===== config.mk =====
export PLATFORM = sky130hd
export DESIGN_NAME = significant_site_region_merger_core
export DESIGN_NICKNAME = d
export VERILOG_FILES = /design/src/ssrm_pkg.sv /design/src/ssrm_divider.sv /design/src/ssrm_tracker.sv /design/src/significant_site_region_merger_core.sv
export SDC_FILE = /design/constraint.sdc
export NUM_CORES = 1
export LEC_CHECK = 0
export BUFFER_PORTS_ARGS = -buffer_cell sky130_fd_sc_hd__buf_2
export CAP_MARGIN = 20
export CORE_ASPECT_RATIO = 1.75
export CORE_MARGIN = 2
export CORE_UTILIZATION = 55
export DETAILED_ROUTE_END_ITERATION = 10
export MAX_ROUTING_LAYER = met4
export PLACE_DENSITY = 0.75
export SLEW_MARGIN = 20
export SYNTH_ARGS = -nofsm -noshare
export SYNTH_HDL_FRONTEND = slang
export SYNTH_SLANG_ARGS = --single-unit

===== constraint.sdc =====
create_clock -name i_clk -period 27.5 [get_ports i_clk]
set_clock_uncertainty 0.2 [all_clocks]
set_input_delay 1.375 -clock i_clk [delete_from_list [all_inputs] [get_ports i_clk]]
set_output_delay 1.375 -clock i_clk [all_outputs]
set_load 0.01 [all_outputs]

===== src/ssrm_pkg.sv =====
package ssrm_pkg;

    localparam int CHROM_W      = 8;
    localparam int COORD_W      = 32;
    localparam int ADJ_W        = 18;
    localparam int CUTOFF_W     = 17;
    localparam int LOD_W        = 24;
    localparam int DIFF_W       = 18;
    localparam int SITE_COUNT_W = 16;

    localparam logic [CUTOFF_W-1:0] CUTOFF_RESET = 17'd3277;

    // item action codes
    localparam logic ACT_SITE  = 1'b0;
    localparam logic ACT_FLUSH = 1'b1;

    typedef enum logic [2:0] {
        SEQ_IDLE,
        SEQ_KICK,
        SEQ_DIV_LOD,
        SEQ_DIV_DIFF,
        SEQ_LOAD
    } t_seq_state;

    // tracker status toward the sequencer
    typedef struct packed {
        logic region_open;
        logic emit;
    } t_trk_status;

endpackage


===== src/ssrm_divider.sv =====
module ssrm_divider #(
    parameter int DW = 40,
    parameter int VW = 16
) (
    input  logic                          i_clk,
    input  logic                          i_rst_n,
    input  logic                          i_start,
    input  logic [$clog2(DW+1)-1:0]       i_steps,
    input  logic [DW-1:0]                 i_dividend,
    input  logic [VW-1:0]                 i_divisor,
    output logic                          o_done,
    output logic [DW-1:0]                 o_quotient
);

    localparam int SW = $clog2(DW+1);

    logic          r_busy, n_busy;
    logic [SW-1:0] r_cnt, n_cnt;
    logic [VW-1:0] r_dvs;
    logic [VW-1:0] r_rem, n_rem;
    logic [DW-1:0] r_quo, n_quo;

    logic [VW:0]   w_shift;
    logic [VW:0]   w_sub;
    logic          w_ge;

    // restoring step: dividend shifts out the top, quotient bits in the bottom
    assign w_shift = {r_rem, r_quo[DW-1]};
    assign w_ge    = (w_shift >= {1'b0, r_dvs});
    assign w_sub   = w_shift - {1'b0, r_dvs};

    always_comb begin
        n_busy = r_busy;
        n_cnt  = r_cnt;
        n_rem  = r_rem;
        n_quo  = r_quo;
        if (i_start) begin
            n_busy = 1'b1;
            n_cnt  = i_steps;
            n_rem  = '0;
            n_quo  = i_dividend;
        end else if (r_busy) begin
            if (r_cnt != '0) begin
                n_cnt = r_cnt - 1'b1;
                n_rem = w_ge ? w_sub[VW-1:0] : w_shift[VW-1:0];
                n_quo = {r_quo[DW-2:0], w_ge};
            end else begin
                n_busy = 1'b0;
            end
        end
    end

    always_ff @(posedge i_clk) begin
        if (!i_rst_n) begin
            r_busy <= 1'b0;
            r_cnt  <= '0;
        end else begin
            r_busy <= n_busy;
            r_cnt  <= n_cnt;
        end
    end

    always_ff @(posedge i_clk) begin
        r_rem <= n_rem;
        r_quo <= n_quo;
        if (i_start) begin
            r_dvs <= i_divisor;
        end
    end

    assign o_done     = r_busy && (r_cnt == '0);
    assign o_quotient = r_quo;

endmodule


===== src/ssrm_tracker.sv =====
module ssrm_tracker #(
    parameter int COUNT_BITS = 16,
    parameter int POS_BITS   = 32
) (
    input  logic                                         i_clk,
    input  logic                                         i_rst_n,
    input  logic                                         i_accept,
    input  logic [ssrm_pkg::CUTOFF_W-1:0]                i_cutoff,
    input  logic                                         i_action,
    input  logic [ssrm_pkg::CHROM_W-1:0]                 i_chrom_id,
    input  logic [ssrm_pkg::COORD_W-1:0]                 i_site_start,
    input  logic [ssrm_pkg::COORD_W-1:0]                 i_site_end,
    input  logic signed [ssrm_pkg::ADJ_W-1:0]            i_adjusted_pvalue,
    input  logic [ssrm_pkg::CUTOFF_W-1:0]                i_unadjusted_pvalue,
    input  logic signed [ssrm_pkg::LOD_W-1:0]            i_lod_score,
    input  logic signed [ssrm_pkg::DIFF_W-1:0]           i_methylation_diff,
    output ssrm_pkg::t_trk_status                        o_status,
    output logic [ssrm_pkg::CHROM_W-1:0]                 o_chrom,
    output logic [POS_BITS-1:0]                          o_start,
    output logic [POS_BITS-1:0]                          o_end,
    output logic [COUNT_BITS-1:0]                        o_count,
    output logic [ssrm_pkg::LOD_W+COUNT_BITS-1:0]        o_lod_sum,
    output logic [ssrm_pkg::DIFF_W+COUNT_BITS-1:0]       o_diff_sum
);

    import ssrm_pkg::*;

    localparam int LSW = LOD_W + COUNT_BITS;
    localparam int DSW = DIFF_W + COUNT_BITS;

    logic                     r_open, r_skipped;
    logic [CHROM_W-1:0]       r_chrom;
    logic [POS_BITS-1:0]      r_start, r_end;
    logic [COUNT_BITS-1:0]    r_count;
    logic signed [LSW-1:0]    r_lod_sum;
    logic signed [DSW-1:0]    r_diff_sum;

    logic                     w_flush, w_sig, w_counted, w_break;
    logic [63:0]              w_start64, w_end64;
    logic signed [LSW:0]      w_lod_acc;
    logic signed [DSW:0]      w_diff_acc;
    logic signed [LSW-1:0]    w_lod_sat;
    logic signed [DSW-1:0]    w_diff_sat;

    assign w_flush   = (i_action == ACT_FLUSH);
    assign w_sig     = !i_adjusted_pvalue[ADJ_W-1]
                       && (i_adjusted_pvalue[ADJ_W-2:0] < i_cutoff);
    assign w_counted = (i_unadjusted_pvalue < i_cutoff);
    assign w_break   = r_skipped || (i_chrom_id != r_chrom);

    assign w_start64 = {32'd0, i_site_start};
    assign w_end64   = {32'd0, i_site_end};

    // saturating accumulate at the sum widths
    assign w_lod_acc  = $signed({r_lod_sum[LSW-1], r_lod_sum}) + (LSW+1)'(i_lod_score);
    assign w_diff_acc = $signed({r_diff_sum[DSW-1], r_diff_sum})
                        + (DSW+1)'(i_methylation_diff);
    assign w_lod_sat  = (w_lod_acc[LSW] != w_lod_acc[LSW-1])
                        ? {w_lod_acc[LSW], {(LSW-1){~w_lod_acc[LSW]}}}
                        : w_lod_acc[LSW-1:0];
    assign w_diff_sat = (w_diff_acc[DSW] != w_diff_acc[DSW-1])
                        ? {w_diff_acc[DSW], {(DSW-1){~w_diff_acc[DSW]}}}
                        : w_diff_acc[DSW-1:0];

    always_comb begin
        o_status.region_open = r_open;
        if (w_flush) begin
            o_status.emit = r_open;
        end else begin
            o_status.emit = w_sig && r_open && w_break && (r_lod_sum != '0);
        end
    end

    always_ff @(posedge i_clk) begin
        if (!i_rst_n) begin
            r_open     <= 1'b0;
            r_skipped  <= 1'b0;
            r_chrom    <= '0;
            r_start    <= '0;
            r_end      <= '0;
            r_count    <= '0;
            r_lod_sum  <= '0;
            r_diff_sum <= '0;
        end else if (i_accept) begin
            if (w_flush) begin
                r_skipped <= 1'b0;
                r_open    <= 1'b0;
            end else if (!w_sig) begin
                r_skipped <= 1'b1;
            end else begin
                r_skipped <= 1'b0;
                r_end     <= w_end64[POS_BITS-1:0];
                if (!r_open || w_break) begin
                    r_open     <= 1'b1;
                    r_chrom    <= i_chrom_id;
                    r_start    <= w_start64[POS_BITS-1:0];
                    r_count    <= COUNT_BITS'(1);
                    r_lod_sum  <= w_counted ? LSW'(i_lod_score) : '0;
                    r_diff_sum <= w_counted ? DSW'(i_methylation_diff) : '0;
                end else begin
                    if (r_count != '1) begin
                        r_count <= r_count + 1'b1;
                    end
                    if (w_counted) begin
                        r_lod_sum  <= w_lod_sat;
                        r_diff_sum <= w_diff_sat;
                    end
                end
            end
        end
    end

    assign o_chrom    = r_chrom;
    assign o_start    = r_start;
    assign o_end      = r_end;
    assign o_count    = r_count;
    assign o_lod_sum  = r_lod_sum;
    assign o_diff_sum = r_diff_sum;

endmodule


===== src/significant_site_region_merger_core.sv =====
// Merges sorted significant-site beats into regions and emits one region beat
// per closed region. A site beat that closes nothing, or a flush with no open
// region, leaves o_in_stall low. A beat that closes a region (a significant
// site after a gap or on a new chromosome with a nonzero score sum, or a flush
// of an open region) starts a run through one shared radix-2 restoring
// divider, which first divides the score sum (24 + COUNT_BITS quotient bits)
// and then the difference sum (18 + COUNT_BITS bits) by the site count, one
// quotient bit per cycle. o_in_stall is high for the whole of that run. The
// finished region sits in an output register, so the next beat is taken while
// it waits on i_out_stall; only a second closing region waits for that
// register to drain. Means are truncated toward zero and saturate to their
// field range; the site count saturates at 2^COUNT_BITS - 1 and shows its low
// 16 bits. The cutoff is to be written through i_cfg_we / i_cfg_data only
// while the block is idle; the block itself does not enforce this.
module significant_site_region_merger_core #(
    parameter int COUNT_BITS = 16,
    parameter int POS_BITS   = 32
) (
    input  logic                                 i_clk,
    input  logic                                 i_rst_n,
    // configuration
    input  logic                                 i_cfg_we,
    input  logic [ssrm_pkg::CUTOFF_W-1:0]        i_cfg_data,
    // site channel
    input  logic                                 i_in_valid,
    output logic                                 o_in_stall,
    input  logic                                 i_action,
    input  logic [ssrm_pkg::CHROM_W-1:0]         i_chrom_id,
    input  logic [ssrm_pkg::COORD_W-1:0]         i_site_start,
    input  logic [ssrm_pkg::COORD_W-1:0]         i_site_end,
    input  logic signed [ssrm_pkg::ADJ_W-1:0]    i_adjusted_pvalue,
    input  logic [ssrm_pkg::CUTOFF_W-1:0]        i_unadjusted_pvalue,
    input  logic signed [ssrm_pkg::LOD_W-1:0]    i_lod_score,
    input  logic signed [ssrm_pkg::DIFF_W-1:0]   i_methylation_diff,
    // region channel
    output logic                                 o_out_valid,
    input  logic                                 i_out_stall,
    output logic [ssrm_pkg::CHROM_W-1:0]         o_region_chrom,
    output logic [ssrm_pkg::COORD_W-1:0]         o_region_start,
    output logic [ssrm_pkg::COORD_W-1:0]         o_region_end,
    output logic [ssrm_pkg::SITE_COUNT_W-1:0]    o_site_count,
    output logic signed [ssrm_pkg::LOD_W-1:0]    o_mean_lod,
    output logic signed [ssrm_pkg::DIFF_W-1:0]   o_mean_diff
);

    import ssrm_pkg::*;

    localparam int LSW = LOD_W + COUNT_BITS;     // score sum width, divider width
    localparam int DSW = DIFF_W + COUNT_BITS;    // difference sum width
    localparam int SW  = $clog2(LSW + 1);

    // quotient limits for the signed output fields
    localparam logic [LSW-1:0] LOD_POS_MAX  = {{(LSW-LOD_W+1){1'b0}}, {(LOD_W-1){1'b1}}};
    localparam logic [LSW-1:0] LOD_NEG_LIM  = {{(LSW-LOD_W){1'b0}}, 1'b1, {(LOD_W-1){1'b0}}};
    localparam logic [LSW-1:0] DIFF_POS_MAX = {{(LSW-DIFF_W+1){1'b0}}, {(DIFF_W-1){1'b1}}};
    localparam logic [LSW-1:0] DIFF_NEG_LIM = {{(LSW-DIFF_W){1'b0}}, 1'b1,
                                               {(DIFF_W-1){1'b0}}};

    // configuration
    logic [CUTOFF_W-1:0] r_cutoff;

    always_ff @(posedge i_clk) begin
        if (!i_rst_n) begin
            r_cutoff <= CUTOFF_RESET;
        end else if (i_cfg_we) begin
            r_cutoff <= i_cfg_data;
        end
    end

    // ------------------------------------------------------------------
    // region tracker
    // ------------------------------------------------------------------
    t_seq_state            r_state, n_state;
    logic                  w_in_acc;
    t_trk_status           w_trk;
    logic [CHROM_W-1:0]    w_trk_chrom;
    logic [POS_BITS-1:0]   w_trk_start, w_trk_end;
    logic [COUNT_BITS-1:0] w_trk_count;
    logic [LSW-1:0]        w_trk_lod;
    logic [DSW-1:0]        w_trk_diff;

    assign o_in_stall = (r_state != SEQ_IDLE);
    assign w_in_acc   = i_in_valid && !o_in_stall;

    ssrm_tracker #(
        .COUNT_BITS (COUNT_BITS),
        .POS_BITS   (POS_BITS)
    ) u_tracker (
        .i_clk               (i_clk),
        .i_rst_n             (i_rst_n),
        .i_accept            (w_in_acc),
        .i_cutoff            (r_cutoff),
        .i_action            (i_action),
        .i_chrom_id          (i_chrom_id),
        .i_site_start        (i_site_start),
        .i_site_end          (i_site_end),
        .i_adjusted_pvalue   (i_adjusted_pvalue),
        .i_unadjusted_pvalue (i_unadjusted_pvalue),
        .i_lod_score         (i_lod_score),
        .i_methylation_diff  (i_methylation_diff),
        .o_status            (w_trk),
        .o_chrom             (w_trk_chrom),
        .o_start             (w_trk_start),
        .o_end               (w_trk_end),
        .o_count             (w_trk_count),
        .o_lod_sum           (w_trk_lod),
        .o_diff_sum          (w_trk_diff)
    );

    // Snapshot of the closing region; the tracker reopens or clears its region
    // on the same beat, so the divider works from this copy.
    logic [CHROM_W-1:0]    r_em_chrom;
    logic [POS_BITS-1:0]   r_em_start, r_em_end;
    logic [COUNT_BITS-1:0] r_em_count;
    logic [LSW-1:0]        r_em_lod;
    logic [DSW-1:0]        r_em_diff;

    always_ff @(posedge i_clk) begin
        if (w_in_acc && w_trk.emit) begin
            r_em_chrom <= w_trk_chrom;
            r_em_start <= w_trk_start;
            r_em_end   <= w_trk_end;
            r_em_count <= w_trk_count;
            r_em_lod   <= w_trk_lod;
            r_em_diff  <= w_trk_diff;
        end
    end

    // ------------------------------------------------------------------
    // shared divider: magnitudes in, sign applied on the way out
    // ------------------------------------------------------------------
    logic                  w_lod_neg, w_diff_neg;
    logic [LSW-1:0]        w_lod_mag;
    logic [DSW-1:0]        w_diff_mag;
    logic [LSW-1:0]        w_diff_aligned;
    logic [COUNT_BITS-1:0] w_divisor;
    logic                  w_div_start, w_div_done;
    logic [LSW-1:0]        w_div_dvd;
    logic [SW-1:0]         w_div_steps;
    logic [LSW-1:0]        w_quo, w_quo_neg;

    assign w_lod_neg  = r_em_lod[LSW-1];
    assign w_diff_neg = r_em_diff[DSW-1];
    assign w_lod_mag  = w_lod_neg ? (~r_em_lod + 1'b1) : r_em_lod;
    assign w_diff_mag = w_diff_neg ? (~r_em_diff + 1'b1) : r_em_diff;
    // left-aligned so only DSW steps are needed; the pad bits divide to zero
    assign w_diff_aligned = {w_diff_mag, {(LSW-DSW){1'b0}}};
    assign w_divisor  = (r_em_count == '0) ? COUNT_BITS'(1) : r_em_count;

    ssrm_divider #(
        .DW (LSW),
        .VW (COUNT_BITS)
    ) u_divider (
        .i_clk      (i_clk),
        .i_rst_n    (i_rst_n),
        .i_start    (w_div_start),
        .i_steps    (w_div_steps),
        .i_dividend (w_div_dvd),
        .i_divisor  (w_divisor),
        .o_done     (w_div_done),
        .o_quotient (w_quo)
    );

    assign w_quo_neg = ~w_quo + 1'b1;

    // saturate the signed means
    logic [LOD_W-1:0]  w_mean_lod;
    logic [DIFF_W-1:0] w_mean_diff;

    always_comb begin
        if (w_lod_neg) begin
            w_mean_lod = (w_quo > LOD_NEG_LIM) ? {1'b1, {(LOD_W-1){1'b0}}}
                                               : w_quo_neg[LOD_W-1:0];
        end else begin
            w_mean_lod = (w_quo > LOD_POS_MAX) ? {1'b0, {(LOD_W-1){1'b1}}}
                                               : w_quo[LOD_W-1:0];
        end
        if (w_diff_neg) begin
            w_mean_diff = (w_quo > DIFF_NEG_LIM) ? {1'b1, {(DIFF_W-1){1'b0}}}
                                                 : w_quo_neg[DIFF_W-1:0];
        end else begin
            w_mean_diff = (w_quo > DIFF_POS_MAX) ? {1'b0, {(DIFF_W-1){1'b1}}}
                                                 : w_quo[DIFF_W-1:0];
        end
    end

    // ------------------------------------------------------------------
    // sequencer
    // ------------------------------------------------------------------
    logic w_load;
    logic w_out_acc;

    assign w_out_acc = o_out_valid && !i_out_stall;

    always_comb begin
        n_state     = r_state;
        w_div_start = 1'b0;
        w_div_dvd   = w_diff_aligned;
        w_div_steps = SW'(DSW);
        w_load      = 1'b0;
        unique case (r_state)
            SEQ_IDLE: begin
                if (w_in_acc && w_trk.emit) begin
                    n_state = SEQ_KICK;
                end
            end
            SEQ_KICK: begin
                w_div_start = 1'b1;
                w_div_dvd   = w_lod_mag;
                w_div_steps = SW'(LSW);
                n_state     = SEQ_DIV_LOD;
            end
            SEQ_DIV_LOD: begin
                // score quotient is captured; difference division starts
                if (w_div_done) begin
                    w_div_start = 1'b1;
                    n_state     = SEQ_DIV_DIFF;
                end
            end
            SEQ_DIV_DIFF: begin
                if (w_div_done) begin
                    n_state = SEQ_LOAD;
                end
            end
            SEQ_LOAD: begin
                if (!o_out_valid || !i_out_stall) begin
                    w_load  = 1'b1;
                    n_state = SEQ_IDLE;
                end
            end
            default: begin
                n_state = SEQ_IDLE;
            end
        endcase
    end

    always_ff @(posedge i_clk) begin
        if (!i_rst_n) begin
            r_state <= SEQ_IDLE;
        end else begin
            r_state <= n_state;
        end
    end

    logic [LOD_W-1:0]  r_mean_lod;
    logic [DIFF_W-1:0] r_mean_diff;

    always_ff @(posedge i_clk) begin
        if (w_div_done && (r_state == SEQ_DIV_LOD)) begin
            r_mean_lod <= w_mean_lod;
        end
        if (w_div_done && (r_state == SEQ_DIV_DIFF)) begin
            r_mean_diff <= w_mean_diff;
        end
    end

    // ------------------------------------------------------------------
    // output register
    // ------------------------------------------------------------------
    logic        r_out_valid;
    logic [63:0] w_start64, w_end64, w_count64;

    assign w_start64 = 64'(r_em_start);
    assign w_end64   = 64'(r_em_end);
    assign w_count64 = 64'(r_em_count);

    always_ff @(posedge i_clk) begin
        if (!i_rst_n) begin
            r_out_valid <= 1'b0;
        end else if (w_load) begin
            r_out_valid <= 1'b1;
        end else if (w_out_acc) begin
            r_out_valid <= 1'b0;
        end
    end

    always_ff @(posedge i_clk) begin
        if (w_load) begin
            o_region_chrom <= r_em_chrom;
            o_region_start <= w_start64[COORD_W-1:0];
            o_region_end   <= w_end64[COORD_W-1:0];
            o_site_count   <= w_count64[SITE_COUNT_W-1:0];
            o_mean_lod     <= r_mean_lod;
            o_mean_diff    <= r_mean_diff;
        end
    end

    assign o_out_valid = r_out_valid;

    // ------------------------------------------------------------------
    // assertions
    // ------------------------------------------------------------------
    a_emit_needs_open: assert property (@(posedge i_clk) disable iff (!i_rst_n)
        w_trk.emit |-> w_trk.region_open)
        else $error("region close requested with no region open");

    a_done_in_div: assert property (@(posedge i_clk) disable iff (!i_rst_n)
        w_div_done |-> (r_state == SEQ_DIV_LOD || r_state == SEQ_DIV_DIFF))
        else $error("divider finished outside a division step");

    a_out_from_load: assert property (@(posedge i_clk) disable iff (!i_rst_n)
        $rose(o_out_valid) |-> $past(r_state == SEQ_LOAD))
        else $error("region beat raised without a load step");

endmodule


==> metrics.yaml <==
dp_hpwl_mm: 57.2
drtPass1Iterations: 7
num_rows: 111
die_w_um: 178
cts_buffer_depth: 3
ys.flop_type: "edfxtp_1"
fin_crit_ps: 5140
grt_pass1_wl_mm: 120
grt_max_degree: 87
die_area_um2: 55100
synth.net_count: 3098
slew_headroom_pct: 29.6
finalNetCount: 3317
critPathLaunchType: "input pin"
synthTopCellsByCount: "edfxtp_1, nand2_1, dfxtp_1"
total_power_mw: 1.95
tightestPinTransition_ps: 1060
coreArea_um2: 52500
muxShareOfSynthArea_pct: 2.13
layoutNonFillerInstCount: 3742
grt.total_usage_pct: 28.8
cts_root_buf: "clkbuf_16"
grt_pass1_vias: 22100
powerDensity_nw_per_um2: 58.9
cts_resized: 0
synth_top_family_by_area: "compound AO/OA/AOI/OAI gates"
synth.area.top_cells: "edfxtp_1, dfxtp_1, ha_1"
synth_top_area_share_pct: 40.1
critPathArrivalTime_ps: 5460
netlist_instances: 2796
via_per_inst: 5.98
drive_above_1_share_pct: 14.2
clk_latency_ps: 620
hp-class: "reg -> reg"
start_util_pct: 55.7
slew_violations: 0
synth-simple-area-share_pct: 13.5
cts_buffers: 51
period_share_pct: 18.7
seq_area_frac_synth_pct: 54.3
antenna_found_initial: 9
synth_fa_ha_area_share_pct: 5.68
status: "completed"
max_freq_mhz: 194
ys_warn_count: 0
p_leak_nw: 13.1
endpoint_kind: "register"
netlist-cell-type-count: 70
fin_tns_setup_ps: 0
io_buffers: 303
utilization_pct: 63.0
synth.avg_cell_area_um2: 10.5
dieHeight_um: 309
htreeDepth: 2
cts_tree: "yes"
drc_errors: 0
antenna_left: 0
path_clk_slew_ps: 70
avgRoutedWirePerCell_um: 20.8
drtIter0Drc: 1613
dp.cells: 3639
postCtsSetupBuffers: 0
synth_xor_area_share_pct: 4.88
grt_setup_unrepaired: "no"
cts_sinks: 598
dp_slack_ps: 21690
synth_compound_area_share_pct: 16.3
gr-total-overflow: 0
cts_hold_buf: 0
pin_count: 304
syn_to_final_growth_pct: 13.1
yosys.area.top_type: "edfxtp_1"
netlist_area_um2: 29200
setup_ws_ps: 22360
synth_edf_count: 390
ys_seq_elements: 598
required_ps: 27810
finalHoldViolCount: 0
reg2reg_slack_ps: 22780
gp_congestion: 1.01
vias: 22400
yosysMostFrequentCell: "edfxtp_1"
setup_violations: 0
maxCapViolations: 0
drt_wl_total_mm: 77.9
crit_type: "in -> reg"
crit_fanout: 20
ir_drop_v: 0.0000618
async_reset_ff_share_pct: 0
==> placed cells by master (no fill, tap or decap), types with 28 or more instances in the layout <==
cell       Yosys  routed
nand4_1       28      28
inv_1         92      92
nor2_1       179     176
nand2_1      291     291
buf_2          1     302
nor2b_1       57      56
a21o_1        52      51
o211ai_1      46      46
a21oi_1      201     200
nor4_1        30      30
dfxtp_1      208     208
a21boi_0      56      56
o21ai_0      200     199
nand3_1       76      76
mux2i_1       61      60
xor2_1        95      95
clkbuf_16      0      51
ha_1         127     127
xnor2_1       68      68
edfxtp_1     390     390
o22ai_1       30      30
nor3_1        44      43
==> final timing paths <==
path	startpoint	endpoint	cells after the start
worst min-delay path	r_mean_lod[7]	o_mean_lod[7]	0
worst max-delay path	i_methylation_diff[0]	u_tracker.o_diff_sum[30]	14
worst max register to register	u_tracker.o_diff_sum[0]	u_tracker.o_diff_sum[30]	13
worst min register to register	r_mean_lod[7]	o_mean_lod[7]	0
==> state kept, by name (all words and copies together) (netlist names), 24 cells and up <==
| register | flops |
|---|---|
| o_mean_lod | 24 |
| o_region_end | 32 |
| o_region_start | 32 |
| r_em_diff | 34 |
| r_em_end | 32 |
| r_em_lod | 40 |
| r_em_start | 32 |
| r_mean_lod | 24 |
| u_divider.o_quotient | 40 |
| u_tracker.o_diff_sum | 34 |
| u_tracker.o_end | 32 |
| u_tracker.o_lod_sum | 40 |
| u_tracker.o_start | 32 |
==> worst max-delay path, stage by stage <==
cell and delay (ps):
buf_2 100, ha_1 210, inv_1 80, fa_1 410, nand2b_1 210, a21oi_1 210
o21ai_0 150, and2_1 210, o21ai_0 450, a31oi_1 240, o31ai_1 400, and2_1 770
nor2_1 390, a21oi_1 250
==> layout make-up <==
cell class	count	area, µm²
well taps	678	848
diodes	8	20.0
clock buffers	64	1350
clock inverters	30	454
fillers	4264	19400
multi-input cells	1947	12500
inverters	93	349
repair buffers	324	1700
flip-flops and latches	598	15900
==> metrics by stage <==
| stage | cell area, µm² | hold slack (ps) |
|---|---|---|
| 2_1_floorplan | 29200 | 200 |
| 3_3_place_gp | 31200 | 201 |
| 3_5_place_dp | 31200 | 205 |
| 4_1_cts | 33000 | 218 |
| 5_1_grt | 33100 | 223 |
| 6_report | 33100 | 215 |
==> where the power goes <==
part	leakage [nW]	internal [mW]	switching [mW]
Combinational	6.77	0.0820	0.116
Sequential	5.50	0.964	0.0126
Clock	0.856	0.437	0.335
==> layer usage <==
layer,GRT usage [%],routed length (µm),vias up
met5,-,0,-
met4,14.2,3990,0
met3,2.73,3550,193
met2,51.5,41800,722
met1,31.9,28500,10800
li1,-,-,10700
==> logic make-up (layout without fill, tap and decap cells) <==
kind of cell / Yosys count / in the layout
DFF: 598 / 598
muxes: 62 / 62
and+or+nand+nor: 830 / 830
adders and majority gates: 131 / 131
xor gates and xnor gates: 163 / 163
other: 0 / 8
AOI/OAI and AO/OA: 761 / 761
buffers and inverters: 251 / 511
No activity file was read; power rests on OpenSTA's default activity.
